$ cat config.mk
export PLATFORM = sky130hd
export DESIGN_NAME = bresenham_line_rasterizer
export DESIGN_NICKNAME = d
export VERILOG_FILES = /design/src/design/bres_pkg.sv /design/src/design/bresenham_line_rasterizer.sv
export SDC_FILE = /design/constraint.sdc
export NUM_CORES = 1
export LEC_CHECK = 0
export BUFFER_PORTS_ARGS = -buffer_cell sky130_fd_sc_hd__buf_2
export CAP_MARGIN = 20
export CORE_MARGIN = 2
export CORE_UTILIZATION = 45
export CTS_BUF_LIST = sky130_fd_sc_hd__clkbuf_8
export CTS_CLUSTER_DIAMETER = 200
export DETAILED_ROUTE_END_ITERATION = 8
export PLACE_DENSITY = 0.63
export SLEW_MARGIN = 20
export SYNTH_ARGS = -nofsm -noshare
export SYNTH_HDL_FRONTEND = slang
export SYNTH_SLANG_ARGS = --single-unit
$ cat constraint.sdc
create_clock -name clk -period 11.62 [get_ports clk]
set_input_delay 1.162 -clock clk [delete_from_list [all_inputs] [get_ports clk]]
set_output_delay 1.162 -clock clk [all_outputs]
set_load 0.02 [all_outputs]
$ cat src/design/bres_pkg.sv
// Shared types and microcode table for the Bresenham line rasteriser.
// Holds the sequencer step codes, jump conditions and control word layout.
// No dependencies.
`timescale 1ns / 1ps

package bres_pkg;

  // Default canvas coordinate width
  localparam int COORD_BITS_DEF = 6;

  // Sequencer steps (program addresses)
  typedef enum logic [2:0] {
    STEP_IDLE  = 3'd0,
    STEP_EXT   = 3'd1,
    STEP_ORDER = 3'd2,
    STEP_INIT  = 3'd3,
    STEP_EMIT  = 3'd4,
    STEP_DONE  = 3'd5
  } step_t;

  // Jump conditions: jump to target when true, else fall through
  typedef enum logic [1:0] {
    COND_NEVER    = 2'd0,
    COND_ALWAYS   = 2'd1,
    COND_NO_INPUT = 2'd2,
    COND_MORE     = 2'd3
  } cond_t;

  // One control word of the program
  typedef struct packed {
    logic  in_ld;     // offer in_ready and capture endpoints
    logic  ext_ld;    // compare extents, capture steep flag
    logic  ord_ld;    // order endpoints, capture deltas and start point
    logic  err_ld;    // load initial error term
    logic  emit;      // write a pixel and advance the walk
    cond_t cond;
    step_t target;
  } ctl_word_t;

  // Microcode ROM
  function automatic ctl_word_t ucode_rom(step_t s);
    ctl_word_t w;
    w = '{in_ld: 1'b0, ext_ld: 1'b0, ord_ld: 1'b0, err_ld: 1'b0, emit: 1'b0,
          cond: COND_ALWAYS, target: STEP_IDLE};
    case (s)
      STEP_IDLE: begin
        w.in_ld  = 1'b1;
        w.cond   = COND_NO_INPUT;
        w.target = STEP_IDLE;
      end
      STEP_EXT: begin
        w.ext_ld = 1'b1;
        w.cond   = COND_NEVER;
      end
      STEP_ORDER: begin
        w.ord_ld = 1'b1;
        w.cond   = COND_NEVER;
      end
      STEP_INIT: begin
        w.err_ld = 1'b1;
        w.cond   = COND_NEVER;
      end
      STEP_EMIT: begin
        w.emit   = 1'b1;
        w.cond   = COND_MORE;
        w.target = STEP_EMIT;
      end
      STEP_DONE: begin
        w.cond   = COND_ALWAYS;
        w.target = STEP_IDLE;
      end
      default: begin
        w.cond   = COND_ALWAYS;
        w.target = STEP_IDLE;
      end
    endcase
    return w;
  endfunction

endpackage

$ cat src/design/bresenham_line_rasterizer.sv
// Top level of the Bresenham line rasteriser: microcode sequencer and datapath.
// Depends on bres_pkg for step codes, conditions and the microcode ROM.
// Usage:
//   Input channel (in_valid/in_ready) carries one segment as start_x/start_y
//   and end_x/end_y. Output channel (out_valid/out_ready) carries one pixel
//   per transfer as pixel_x/pixel_y, with last_pixel set on the final one.
//   Pixels come out in order of increasing major coordinate; the major axis
//   is y when the vertical extent is the larger, otherwise x.
//   A segment yields (major extent + 1) pixels, between 1 and 2^COORD_BITS.
//   Timing: in_ready is high only in the idle step. Each segment runs
//   the six-step program: idle, extent compare, endpoint ordering, error
//   set-up, one emit step per pixel, and a closing step. The emit step
//   registers the first pixel, and further pixels follow at one per cycle
//   while the receiver takes them.
//   The output register is loaded whenever it is empty or being taken, so
//   a stalled receiver holds the pixel and the emit step waits in place.
//   Reset returns the step counter to idle and empties the output register.
`timescale 1ns / 1ps

module bresenham_line_rasterizer #(
  parameter int COORD_BITS = bres_pkg::COORD_BITS_DEF
) (
  input  logic                  clk,
  input  logic                  rst,
  input  logic                  in_valid,
  output logic                  in_ready,
  input  logic [COORD_BITS-1:0] start_x,
  input  logic [COORD_BITS-1:0] start_y,
  input  logic [COORD_BITS-1:0] end_x,
  input  logic [COORD_BITS-1:0] end_y,
  output logic                  out_valid,
  input  logic                  out_ready,
  output logic [COORD_BITS-1:0] pixel_x,
  output logic [COORD_BITS-1:0] pixel_y,
  output logic                  last_pixel
);
  import bres_pkg::*;

  localparam int EW = COORD_BITS + 3;

  step_t                  step;
  step_t                  step_next;
  ctl_word_t              ctl;

  logic [COORD_BITS-1:0]  ax, ay, bx, by;
  logic                   steep;
  logic [COORD_BITS-1:0]  maj, mn, maj_end, dmaj, dmin;
  logic                   step_up;
  logic signed [EW-1:0]   err;

  logic [COORD_BITS-1:0]  adx, ady;
  logic [COORD_BITS-1:0]  maj0, min0, maj1, min1, sa_maj, sa_min, sb_maj, sb_min;
  logic signed [EW-1:0]   two_dmin, two_dmaj, err_next;
  logic                   out_free, fire, at_end, cond_hit;

  // Decode current control word
  always_comb begin
    ctl = ucode_rom(step);
  end

  assign out_free = !out_valid || out_ready;
  assign fire     = ctl.emit && out_free;
  assign at_end   = (maj == maj_end);
  assign in_ready = ctl.in_ld;

  // Jump condition and next step
  always_comb begin
    case (ctl.cond)
      COND_NEVER:    cond_hit = 1'b0;
      COND_ALWAYS:   cond_hit = 1'b1;
      COND_NO_INPUT: cond_hit = !in_valid;
      COND_MORE:     cond_hit = !(fire && at_end);
      default:       cond_hit = 1'b1;
    endcase
    step_next = cond_hit ? ctl.target : step_t'(step + 3'd1);
  end

  always_ff @(posedge clk) begin
    if (rst) begin
      step <= STEP_IDLE;
    end else begin
      step <= step_next;
    end
  end

  // Extents of the captured segment
  assign adx = (bx > ax) ? bx - ax : ax - bx;
  assign ady = (by > ay) ? by - ay : ay - by;

  // Pick major/minor axes, then order so the major coordinate counts up
  always_comb begin
    sa_maj = steep ? ay : ax;
    sa_min = steep ? ax : ay;
    sb_maj = steep ? by : bx;
    sb_min = steep ? bx : by;
    if (sb_maj < sa_maj) begin
      maj0 = sb_maj; min0 = sb_min; maj1 = sa_maj; min1 = sa_min;
    end else begin
      maj0 = sa_maj; min0 = sa_min; maj1 = sb_maj; min1 = sb_min;
    end
  end

  // Error term arithmetic
  assign two_dmin = $signed({2'b00, dmin, 1'b0});
  assign two_dmaj = $signed({2'b00, dmaj, 1'b0});
  assign err_next = (err > $signed({EW{1'b0}})) ? err + two_dmin - two_dmaj
                                                : err + two_dmin;

  // Datapath registers
  always_ff @(posedge clk) begin
    if (ctl.in_ld && in_valid) begin
      ax <= start_x;
      ay <= start_y;
      bx <= end_x;
      by <= end_y;
    end
    if (ctl.ext_ld) begin
      steep <= (ady > adx);
    end
    if (ctl.ord_ld) begin
      maj     <= maj0;
      mn      <= min0;
      maj_end <= maj1;
      dmaj    <= maj1 - maj0;
      dmin    <= (min1 > min0) ? min1 - min0 : min0 - min1;
      step_up <= (min0 < min1);
    end
    if (ctl.err_ld) begin
      err <= two_dmin - $signed({3'b000, dmaj});
    end else if (fire) begin
      err <= err_next;
      maj <= maj + 1'b1;
      if (err > $signed({EW{1'b0}})) begin
        mn <= step_up ? mn + 1'b1 : mn - 1'b1;
      end
    end
  end

  // Output register: load on emit, drop valid once transferred
  always_ff @(posedge clk) begin
    if (rst) begin
      out_valid <= 1'b0;
    end else if (fire) begin
      out_valid <= 1'b1;
    end else if (out_ready) begin
      out_valid <= 1'b0;
    end
  end

  always_ff @(posedge clk) begin
    if (fire) begin
      pixel_x    <= steep ? mn : maj;
      pixel_y    <= steep ? maj : mn;
      last_pixel <= at_end;
    end
  end

endmodule

==> results of run 1 <==
[placed cells by master, fill, tap and decap left out, types with 3 or more instances in the layout]
cell,count
sky130_fd_sc_hd__a211oi_1,5
sky130_fd_sc_hd__nand2_1,46
sky130_fd_sc_hd__a21oi_1,40
sky130_fd_sc_hd__nor2_1,37
sky130_fd_sc_hd__mux4_2,12
sky130_fd_sc_hd__xnor2_1,30
sky130_fd_sc_hd__nand4_1,5
sky130_fd_sc_hd__o21ai_0,31
sky130_fd_sc_hd__o21a_1,6
sky130_fd_sc_hd__xor2_1,8
sky130_fd_sc_hd__nor3_1,7
sky130_fd_sc_hd__buf_2,42
sky130_fd_sc_hd__fa_1,10
sky130_fd_sc_hd__mux2_2,19
sky130_fd_sc_hd__dfxtp_1,16
sky130_fd_sc_hd__nand3_1,6
sky130_fd_sc_hd__nand2b_1,4
sky130_fd_sc_hd__ha_1,74
sky130_fd_sc_hd__a21o_1,13
sky130_fd_sc_hd__o211ai_1,3
sky130_fd_sc_hd__clkbuf_8,9
sky130_fd_sc_hd__inv_1,73
sky130_fd_sc_hd__a31oi_1,10
sky130_fd_sc_hd__nor3b_1,3
sky130_fd_sc_hd__nor4_1,3
sky130_fd_sc_hd__o21bai_1,6
sky130_fd_sc_hd__and2_1,3
sky130_fd_sc_hd__nor2b_1,12
sky130_fd_sc_hd__or2_2,5
sky130_fd_sc_hd__mux2i_1,24
sky130_fd_sc_hd__edfxtp_1,66
sky130_fd_sc_hd__a21boi_0,6
[cell type report]
cell class	instances	area [um^2]
multi-input cells	461	3830
clock buffers	9	124
flip-flops and latches	82	2300
clock inverters	7	71.3
repair buffers	44	225
well taps	180	225
fillers	1308	6950
inverters	71	267
[tightest hold or removal path: cells and delay by family (launching register included)]
kind / cells / cell delay, ns
AOI/OAI and AO/OA: 1 / 0.06
and+or+nand+nor: 1 / 0.09
DFF: 1 / 0.33
[per-stage QoR]
step                      setup slack (ns)  util [%]  power [uW]  area [um^2]
final                                 6.36      50.3        2210         7040
after global placement                6.63      48.9        1930         6840
after detailed placement              6.45      48.9        1990         6840
after CTS                             6.41      50.3        2210         7040
after global routing                  6.09      50.3        2400         7040
after floorplan                       6.98         -        1680         6490
[worst min path at each step]
stage	start	end	slack, ns	cells past startpoint
4_1_cts	out_valid	out_valid	0.52	2
2_1_floorplan	mn[2]	mn[2]	0.48	2
3_5_place_dp	out_valid	out_valid	0.51	2
5_1_grt	out_valid	out_valid	0.55	2
3_3_place_gp	out_valid	out_valid	0.50	2
6_report	out_valid	out_valid	0.51	2
[kinds of logic after synthesis]
kind of cell | count (synthesis) | share of synthesized area (%)
simple gates | 144 | 10.8
xor+xnor | 38 | 5.13
compound gates | 138 | 14.1
mux | 57 | 11.6
buf+inv | 90 | 5.63
fa+ha+maj | 84 | 17.3
flops | 82 | 35.5
[layer usage]
layer	global-route usage [%]	vias to the layer above	part of all wire [%]	wire [um]
met2	34.5	86	50	6960
met1	24.5	2268	44	6240
met3	3.80	23	4.0	555
met5	0	-	0	0
li1	-	2336	-	-
met4	7.09	0	1.9	272
[power by group]
part / switching [uW] / internal (uW) / total, uW / leakage [uW]
Sequential: 68.6 / 452 / 521 / 0.000745
Combinational: 808 / 665 / 1470 / 0.00216
Clock: 112 / 99.2 / 211 / 0.000102
Total: 989 / 1220 / 2210 / 0.00301
==> flow_summary.rst, run 1 <==
.. list-table::
   :header-rows: 1

   * - Metric
     - Value
   * - Horizontal die dimension
     - 124 um
   * - Count of state elements after synthesis
     - 82
   * - Ys Warns
     - 0
   * - Detailed placement HPWL
     - 11.1 mm
   * - Resize count post-CTS
     - 0
   * - Biggest register
     - err
   * - Number of antenna violations at the first check in global routing
     - 0
   * - Number of search-and-repair iterations in the first detailed-routing pass
     - 5
   * - Logic depth of the worst setup path including buffers
     - 17
   * - Start point of the critical path
     - steep
   * - Maximum number of pins on one net before global-route repair
     - 42
   * - Mapped cell area
     - 0.00649 mm^2
   * - Clk sinks
     - 82
   * - TritonCTS clock tree
     - built
   * - Root cell of the clock tree
     - sky130_fd_sc_hd__clkbuf_8
   * - Post-synth cell types
     - 60
   * - Area grow syn2layout
     - 8.46%
   * - Vias in the first global route
     - 4843
   * - Maximum ir drop on the vdd rail
     - 151 uV
   * - Number of vias per cell
     - 5.52
   * - Maximum cell stage delay along the critical path
     - 0.56 ns
   * - Cell type contributing the most total cell area after synthesis
     - sky130_fd_sc_hd__edfxtp_1
   * - Overall die area
     - 0.0154 mm^2
   * - First-pass GRT wire length
     - 23.2 mm
   * - Flip-flop count of the largest register, all copies and words added
     - 9
   * - Part of the cycle the worst path needs
     - 45.3%
   * - Total congestion overflow
     - 0
   * - Pins Over Slew Limit
     - 0
   * - Power density cells
     - 313 mW/mm^2
   * - Number of clock buffers inserted by TritonCTS
     - 9
   * - Highest-delay cell along the critical path
     - sky130_fd_sc_hd__mux4_2
   * - Cell count of the worst reg-to-reg path
     - 17
   * - Result of the run
     - completed
   * - Unrepaired setup endpoints after global routing
     - false
   * - Slew headroom
     - 30.9%
   * - Min-Delay Path Class
     - flip-flop to flip-flop
   * - End of the worst register-to-register path
     - dmin[5]
   * - Final Routed Wirelength
     - 14.0 mm
   * - Highest Clock Rate
     - 0.190 GHz
   * - Worst skew pair latency
     - 0.38 ns
   * - Portion of the post-synthesis area used by sequential elements
     - 35.5%
   * - Final worst clock skew
     - 0.0168 ns
   * - Buffer levels on the longest clock path
     - 2
   * - Required time worst endpoint
     - 11.75 ns
   * - Layout cells sized above 1
     - 16.0%
   * - Cells after synthesis
     - 633
   * - Chip Height
     - 124 um
   * - Remaining design rule violation count
     - 0
   * - Effective utilization at floorplan
     - 46.4%
   * - Critical path data arrival time
     - 5.39 ns
   * - Worst flop-to-flop path startpoint
     - steep
   * - Area contributors post-synth
     - sky130_fd_sc_hd__edfxtp_1 (31%), sky130_fd_sc_hd__ha_1 (14%), sky130_fd_sc_hd__dfxtp_1 (4.9%)
   * - End point of the critical path
     - dmin[5]
   * - ANT cells
     - 0
   * - Most frequent cell after synthesis
     - sky130_fd_sc_hd__ha_1
   * - Crit path max-delay family
     - multiplexers
   * - Total global routing track utilization
     - 19.8%
   * - Drt first-iter violations
     - 269
   * - Area of the core
     - 0.0140 mm^2
   * - Count of boundary I/O pins
     - 43
   * - Placed cell count
     - 838
   * - Routed wire length per instance
     - 16.4 um
   * - Fraction of registers with async set/reset
     - 0%
   * - Slew @ Worst Pin
     - 1.04 ns
   * - Top cell type's share of synthesized area
     - 30.5%
   * - Ranking of synthesized cells by instance count
     - sky130_fd_sc_hd__ha_1 (74), sky130_fd_sc_hd__inv_1 (71), sky130_fd_sc_hd__edfxtp_1 (66), sky130_fd_sc_hd__nand2_1 (46), sky130_fd_sc_hd__a21oi_1 (40)
   * - Critical path cell sequence
     - buf_4 -> mux2_2 -> ha_1 -> a21oi_1 -> and3_4 -> mux4_2 -> inv_1 -> ha_1 -> inv_1 -> fa_1 -> a211oi_1 -> o31ai_1 -> o21ai_2 -> mux2i_1 -> nand3_1 -> a31oi_1 -> xnor2_1
   * - Critical path start-end classification
     - flip-flop to flip-flop
   * - Final hold slack
     - 0.514 ns
   * - Clock period minus final worst setup slack
     - 5.26 ns
   * - Final non-filler cell total
     - 854
   * - Post-synth EDFFs
     - 66
   * - Number of nets in the layout
     - 781
   * - Crit. End Element
     - flip-flop
   * - Routability congestion estimate
     - 0.871
   * - Worst Path Buf+Inv
     - 3
   * - Number of placement rows
     - 43
   * - Total via count after detailed routing
     - 4713
   * - Most common flop cell mapped by yosys
     - sky130_fd_sc_hd__edfxtp_1
   * - Sum of negative setup slack
     - 0 ns
   * - Post-route antenna net violation count
     - 0
   * - Total setup violations reported at the end of the flow
     - 0
   * - PortBufs
     - 42
   * - MaxCap Viol Count
     - 0
   * - Max H-tree Level
     - 3
   * - CP max FO
     - 41
   * - Total count of hold-check failures in the final report
     - 0
   * - Syn Nets
     - 745
   * - Number of buffers inserted to repair setup after CTS
     - 0
   * - Reg-to-reg slack, setup
     - 6.36 ns
   * - Startpoint types
     - flip-flop
   * - Leak
     - 0.00301 uW
   * - Number of buffers inserted for hold repair after clock tree synthesis
     - 0
   * - Average instance area after synthesis
     - 10.3 um^2
   * - Clk pin slew, worst setup/hold paths
     - 0.09 ns
No activity file was read; power rests on OpenSTA's default activity.
==> run 2: changes to the inputs <==
==> constraint.sdc (replaced) <==
create_clock -name clk -period 5.2 [get_ports clk]
set_input_delay 0.52 -clock clk [delete_from_list [all_inputs] [get_ports clk]]
set_output_delay 0.52 -clock clk [all_outputs]
set_load 0.02 [all_outputs]
==> flow_summary.rst, run 2 (same netlist as run 1, synthesis figures left out) <==
.. list-table::
   :header-rows: 1

   * - Metric
     - Value
   * - Count of boundary I/O pins
     - 43
   * - Final hold slack
     - 0.297 ns
   * - Number of nets in the layout
     - 792
   * - Startpoint types
     - flip-flop
   * - Critical path start-end classification
     - flip-flop to flip-flop
   * - Layout cells sized above 1
     - 17.7%
   * - Leak
     - 0.00306 uW
   * - Root cell of the clock tree
     - sky130_fd_sc_hd__clkbuf_8
   * - Buffer levels on the longest clock path
     - 2
   * - Number of vias per cell
     - 5.53
   * - Pins Over Slew Limit
     - 0
   * - Critical path data arrival time
     - 4.98 ns
   * - Slew headroom
     - 30.9%
   * - PortBufs
     - 42
   * - Post-route antenna net violation count
     - 0
   * - Most common library cell in the layout ignoring fill and taps
     - sky130_fd_sc_hd__ha_1
   * - Max H-tree Level
     - 3
   * - Clk pin slew, worst setup/hold paths
     - 0.09 ns
   * - Highest Clock Rate
     - 0.206 GHz
   * - Area of the core
     - 0.0140 mm^2
   * - ANT cells
     - 0
   * - Total setup violations reported at the end of the flow
     - 0
   * - Number of buffers inserted to repair setup after CTS
     - 0
   * - Result of the run
     - completed
   * - TritonCTS clock tree
     - built
   * - Flip-flop count of the largest register, all copies and words added
     - 9
   * - Part of the cycle the worst path needs
     - 93.3%
   * - Final worst clock skew
     - 0.0193 ns
   * - Chip Height
     - 124 um
   * - Sum of negative setup slack
     - 0 ns
   * - Maximum ir drop on the vdd rail
     - 321 uV
   * - CP max FO
     - 28
   * - Total global routing track utilization
     - 19.8%
   * - First-pass GRT wire length
     - 23.1 mm
   * - Effective utilization at floorplan
     - 46.4%
   * - Drt first-iter violations
     - 269
   * - Worst skew pair latency
     - 0.38 ns
   * - Number of antenna violations at the first check in global routing
     - 0
   * - Number of placement rows
     - 43
   * - Clock period minus final worst setup slack
     - 4.85 ns
   * - Clk sinks
     - 82
   * - Maximum number of pins on one net before global-route repair
     - 30
   * - Area grow syn2layout
     - 9.95%
   * - Leading cell types in the layout, fill and taps excluded
     - sky130_fd_sc_hd__ha_1 (74), sky130_fd_sc_hd__inv_1 (73), sky130_fd_sc_hd__edfxtp_1 (66)
   * - MaxCap Viol Count
     - 0
   * - Utilization of the core after routing
     - 51.0%
   * - Overall die area
     - 0.0154 mm^2
   * - Fill cell total of the finished layout
     - 1277
   * - Routed wire length per instance
     - 16.5 um
   * - Horizontal die dimension
     - 124 um
   * - Area of combinational cells with multiple inputs
     - 0.00383 mm^2
   * - Total congestion overflow
     - 0
   * - Number of search-and-repair iterations in the first detailed-routing pass
     - 5
   * - FF+latch area
     - 0.00230 mm^2
   * - Detailed placement HPWL
     - 11.3 mm
   * - Power density cells
     - 700 mW/mm^2
   * - Crit. End Element
     - flip-flop
   * - Biggest register
     - err
   * - Total via count after detailed routing
     - 4783
   * - Slew @ Worst Pin
     - 1.03 ns
   * - Number of clock buffers inserted by TritonCTS
     - 9
   * - Remaining design rule violation count
     - 0
   * - Min-Delay Path Class
     - input port to flip-flop
   * - Final Routed Wirelength
     - 14.3 mm
   * - Unrepaired setup endpoints after global routing
     - false
   * - Total count of hold-check failures in the final report
     - 0
   * - Routability congestion estimate
     - 0.934
   * - Vias in the first global route
     - 4782
   * - Required time worst endpoint
     - 5.33 ns
[run 2: cell count changes in the layout (fill, tap and decap cells not counted), sizes merged]
| cell | before | now |
|---|---|---|
| buf | 44 | 55 |
| clkinv | 2 | 1 |
| clkinvlp | 1 | 2 |
[run 2: worst paths after layout]
| kind | startpoint | to | slack [ns] | cells after the start |
|---|---|---|---|---|
| setup / recovery | steep | dmin[5] | 0.35 | 16 |
| hold / removal | rst | out_valid | 0.30 | 2 |
| setup reg to reg | steep | dmin[5] | 0.35 | 16 |
| hold reg to reg | out_valid | out_valid | 0.53 | 2 |
[run 2: repair_timing]
| action | CTS | global route |
|---|---|---|
| hold buffers | 0 | 0 |
| resized for setup | 0 | 4 |
| endpoints found under the setup margin | 0 | 1 |
[run 2: power breakdown]
part	leakage, uW	internal (uW)	switching [uW]
clock	0.0000984	221	252
sequential	0.000745	1010	155
combinational	0.00221	1550	1810
total	0.00306	2780	2220
[run 2: area by class of cell]
cell class	count	area share, %
clock buffers	9	1.74
clock inverters	7	0.982
inverters	71	3.73
multi-input cells	461	53.7
flip-flops and latches	82	32.3
well taps	180	3.16
repair buffers	55	4.42
[run 2: stage by stage]
step / total power (uW) / cell area (um^2) / worst slack [ns] / instances
global placement: 4370 / 6930 / 0.461 / 849
detailed placement: 4490 / 6930 / 0.353 / 849
CTS: 4990 / 7120 / 0.333 / 865
floorplan: 3760 / 6490 / 0.558 / 633
global route: 5450 / 7140 / 0.0275 / 865
finish: 5000 / 7140 / 0.349 / 865
[run 2: metal layers]
metal	up-vias	wire, um	GRT usage (%)
met5	-	0	0
met4	0	442	8.64
met3	28	442	3.11
met2	98	7040	34.7
met1	2301	6350	23.9
li1	2356	-	-
[run 2: worst max-delay path, cell delays in order (launching register included)]
cell and delay (ns):
sky130_fd_sc_hd__edfxtp_1 0.39, sky130_fd_sc_hd__buf_8 0.24, sky130_fd_sc_hd__mux2_2 0.39, sky130_fd_sc_hd__ha_1 0.36, sky130_fd_sc_hd__and2_2 0.26, sky130_fd_sc_hd__o2111ai_4 0.13
sky130_fd_sc_hd__and3_4 0.24, sky130_fd_sc_hd__buf_4 0.26, sky130_fd_sc_hd__mux4_2 0.56, sky130_fd_sc_hd__ha_1 0.37, sky130_fd_sc_hd__a211oi_1 0.33, sky130_fd_sc_hd__o31ai_1 0.14
sky130_fd_sc_hd__o21ai_2 0.20, sky130_fd_sc_hd__mux2i_1 0.30, sky130_fd_sc_hd__nand3_1 0.13, sky130_fd_sc_hd__a31oi_1 0.21, sky130_fd_sc_hd__xnor2_1 0.09
==> run 3: changes to the inputs <==
--- a/config.mk
+++ b/config.mk
@@ -10,8 +10,9 @@
 export CORE_MARGIN = 2
 export CORE_UTILIZATION = 45
 export CTS_BUF_LIST = sky130_fd_sc_hd__clkbuf_8
-export CTS_CLUSTER_DIAMETER = 200
+export CTS_CLUSTER_DIAMETER = 120
 export DETAILED_ROUTE_END_ITERATION = 8
+export MAX_ROUTING_LAYER = met4
 export PLACE_DENSITY = 0.63
 export SLEW_MARGIN = 20
 export SYNTH_ARGS = -nofsm -noshare
==> constraint.sdc (replaced) <==
create_clock -name clk -period 5.2 [get_ports clk]
set_input_delay 0.52 -clock clk [delete_from_list [all_inputs] [get_ports clk]]
set_output_delay 0.52 -clock clk [all_outputs]
set_load 0.1 [all_outputs]
==> flow_summary.rst, run 3 (same netlist as run 1, synthesis figures left out) <==
.. list-table::
   :header-rows: 1

   * - Metric
     - Value
   * - Highest-delay cell along the critical path
     - sky130_fd_sc_hd__mux4_2
   * - Routability congestion estimate
     - 0.941
   * - Routed wire length per instance
     - 16.6 um
   * - Crit. End Element
     - flip-flop
   * - Total setup violations reported at the end of the flow
     - 0
   * - First-pass GRT wire length
     - 23.3 mm
   * - Area grow syn2layout
     - 9.98%
   * - Leading cell types in the layout, fill and taps excluded
     - sky130_fd_sc_hd__ha_1 (74), sky130_fd_sc_hd__inv_1 (71), sky130_fd_sc_hd__edfxtp_1 (66)
   * - Resize count post-CTS
     - 0
   * - Area of the core
     - 0.0140 mm^2
   * - Count of boundary I/O pins
     - 43
   * - Result of the run
     - completed
   * - Final Routed Wirelength
     - 14.4 mm
   * - Fill cell total of the finished layout
     - 1269
   * - Biggest register
     - err
   * - Effective utilization at floorplan
     - 46.4%
   * - Slew @ Worst Pin
     - 1.01 ns
   * - Leak
     - 0.00306 uW
   * - Min-Delay Path Class
     - input port to flip-flop
   * - Unrepaired setup endpoints after global routing
     - false
   * - Number of search-and-repair iterations in the first detailed-routing pass
     - 5
   * - Fin worst setup slack
     - 0.320 ns
   * - Detailed placement HPWL
     - 11.4 mm
   * - Number of antenna violations at the first check in global routing
     - 0
   * - Final worst clock skew
     - 0.00982 ns
   * - PortBufs
     - 42
   * - Sum of negative setup slack
     - 0 ns
   * - Critical path cell sequence
     - buf_6 -> mux2_2 -> ha_1 -> a21oi_1 -> and3_4 -> buf_4 -> mux4_2 -> ha_1 -> a211oi_1 -> o31ai_1 -> o21ai_2 -> mux2_2 -> nand3_1 -> a31oi_1 -> xnor2_1
   * - Remaining design rule violation count
     - 0
   * - Clk pin slew, worst setup/hold paths
     - 0.09 ns
   * - Reg-to-reg slack, setup
     - 0.32 ns
   * - Source of the worst hold timing path
     - rst
   * - Vias in the first global route
     - 4873
   * - Highest Clock Rate
     - 0.205 GHz
   * - Buffer levels on the longest clock path
     - 2
   * - Horizontal die dimension
     - 124 um
   * - Maximum cell stage delay along the critical path
     - 0.57 ns
   * - CP max FO
     - 28
   * - Number of buffers inserted for hold repair after clock tree synthesis
     - 0
   * - Maximum ir drop on the vdd rail
     - 293 uV
   * - Root cell of the clock tree
     - sky130_fd_sc_hd__clkbuf_8
   * - Critical path start-end classification
     - flip-flop to flip-flop
   * - WHS Endpoint
     - out_valid
   * - Number of vias per cell
     - 5.59
   * - TritonCTS clock tree
     - built
   * - Layout cells sized above 1
     - 18.0%
   * - Total count of hold-check failures in the final report
     - 0
   * - Total global routing track utilization
     - 20.6%
   * - Part of the cycle the worst path needs
     - 93.8%
   * - Chip Height
     - 124 um
   * - Most common library cell in the layout ignoring fill and taps
     - sky130_fd_sc_hd__ha_1
   * - Startpoint types
     - flip-flop
   * - Worst skew pair latency
     - 0.39 ns
   * - Clock period minus final worst setup slack
     - 4.88 ns
   * - Worst flop-to-flop path startpoint
     - steep
   * - Number of buffers inserted to repair setup after CTS
     - 0
   * - Flip-flop count of the largest register, all copies and words added
     - 9
   * - Required time worst endpoint
     - 5.35 ns
   * - Critical path data arrival time
     - 5.03 ns
   * - Total via count after detailed routing
     - 4832
   * - WHS Path Cells
     - 2
   * - Power density cells
     - 708 mW/mm^2
   * - MaxCap Viol Count
     - 0
   * - ANT cells
     - 0
   * - Overall die area
     - 0.0154 mm^2
   * - Number of nets in the layout
     - 792
   * - Drt first-iter violations
     - 255
   * - Placement-stage worst setup slack
     - 0.320 ns
   * - Number of clock buffers inserted by TritonCTS
     - 9
   * - Total congestion overflow
     - 0
   * - Number of placement rows
     - 43
   * - Total power
     - 5060 uW
   * - Clk sinks
     - 82
   * - Pins Over Slew Limit
     - 0
   * - Maximum number of pins on one net before global-route repair
     - 30
   * - Post-route antenna net violation count
     - 0
   * - Cell count of the worst reg-to-reg path
     - 15
   * - Utilization of the core after routing
     - 51.0%
   * - Slew headroom
     - 32.6%
   * - Max H-tree Level
     - 3
   * - End of the worst register-to-register path
     - dmin[5]
==> run 3: power by group <==
part	leakage (uW)	internal, uW	total (uW)	switching (uW)
registers	0.000745	1010	1160	153
logic	0.00221	1550	3390	1850
clock network	0.000102	227	497	270
total	0.00306	2780	5060	2270
==> run 3: cell type report <==
cell class                      instances  area (um^2)  share of cell area (%)
Inverter                               71          267                    3.73
Clock inverter                          7         76.3                    1.07
Timing Repair Buffer                   55          312                    4.36
Multi-Input combinational cell        461         3830                    53.7
Sequential cell                        82         2300                    32.2
Clock buffer                            9          124                    1.74
Tap cell                              180          225                    3.15
==> run 3: worst max-delay path by stage <==
stage / start / endpoint / slack, ns
4_1_cts: steep / dmin[5] / 0.31
5_1_grt: steep / dmin[5] / 0.01
2_1_floorplan: steep / dmin[5] / 0.56
3_3_place_gp: steep / dmin[5] / 0.46
6_report: steep / dmin[5] / 0.32
3_5_place_dp: steep / dmin[5] / 0.32
==> run 3: per-stage QoR <==
stage | cell area [um^2] | hold slack [ns] | std cells
2_1_floorplan | 6490 | 0.475 | 633
3_3_place_gp | 6930 | 0.501 | 849
3_5_place_dp | 6930 | 0.512 | 849
4_1_cts | 7130 | 0.276 | 865
5_1_grt | 7140 | 0.276 | 865
6_report | 7140 | 0.291 | 865
==> run 3: critical path, delay by kind of cell (launching register included) <==
kind                       cells  cell delay (ns)
AOI/OAI and AO/OA              5             1.17
buffers and inverters          2             0.53
muxes                          3             1.37
DFF                            1             0.37
and+or+nand+nor                2             0.34
adders and majority gates      2             0.72
xor gates and xnor gates       1             0.13
==> run 3: metal layers <==
| metal | share of wire, % | track usage (%) |
|---|---|---|
| met5 | 0 | - |
| met4 | 3.2 | 9.06 |
| met3 | 3.9 | 3.85 |
| met2 | 49 | 34.1 |
| met1 | 44 | 24.7 |
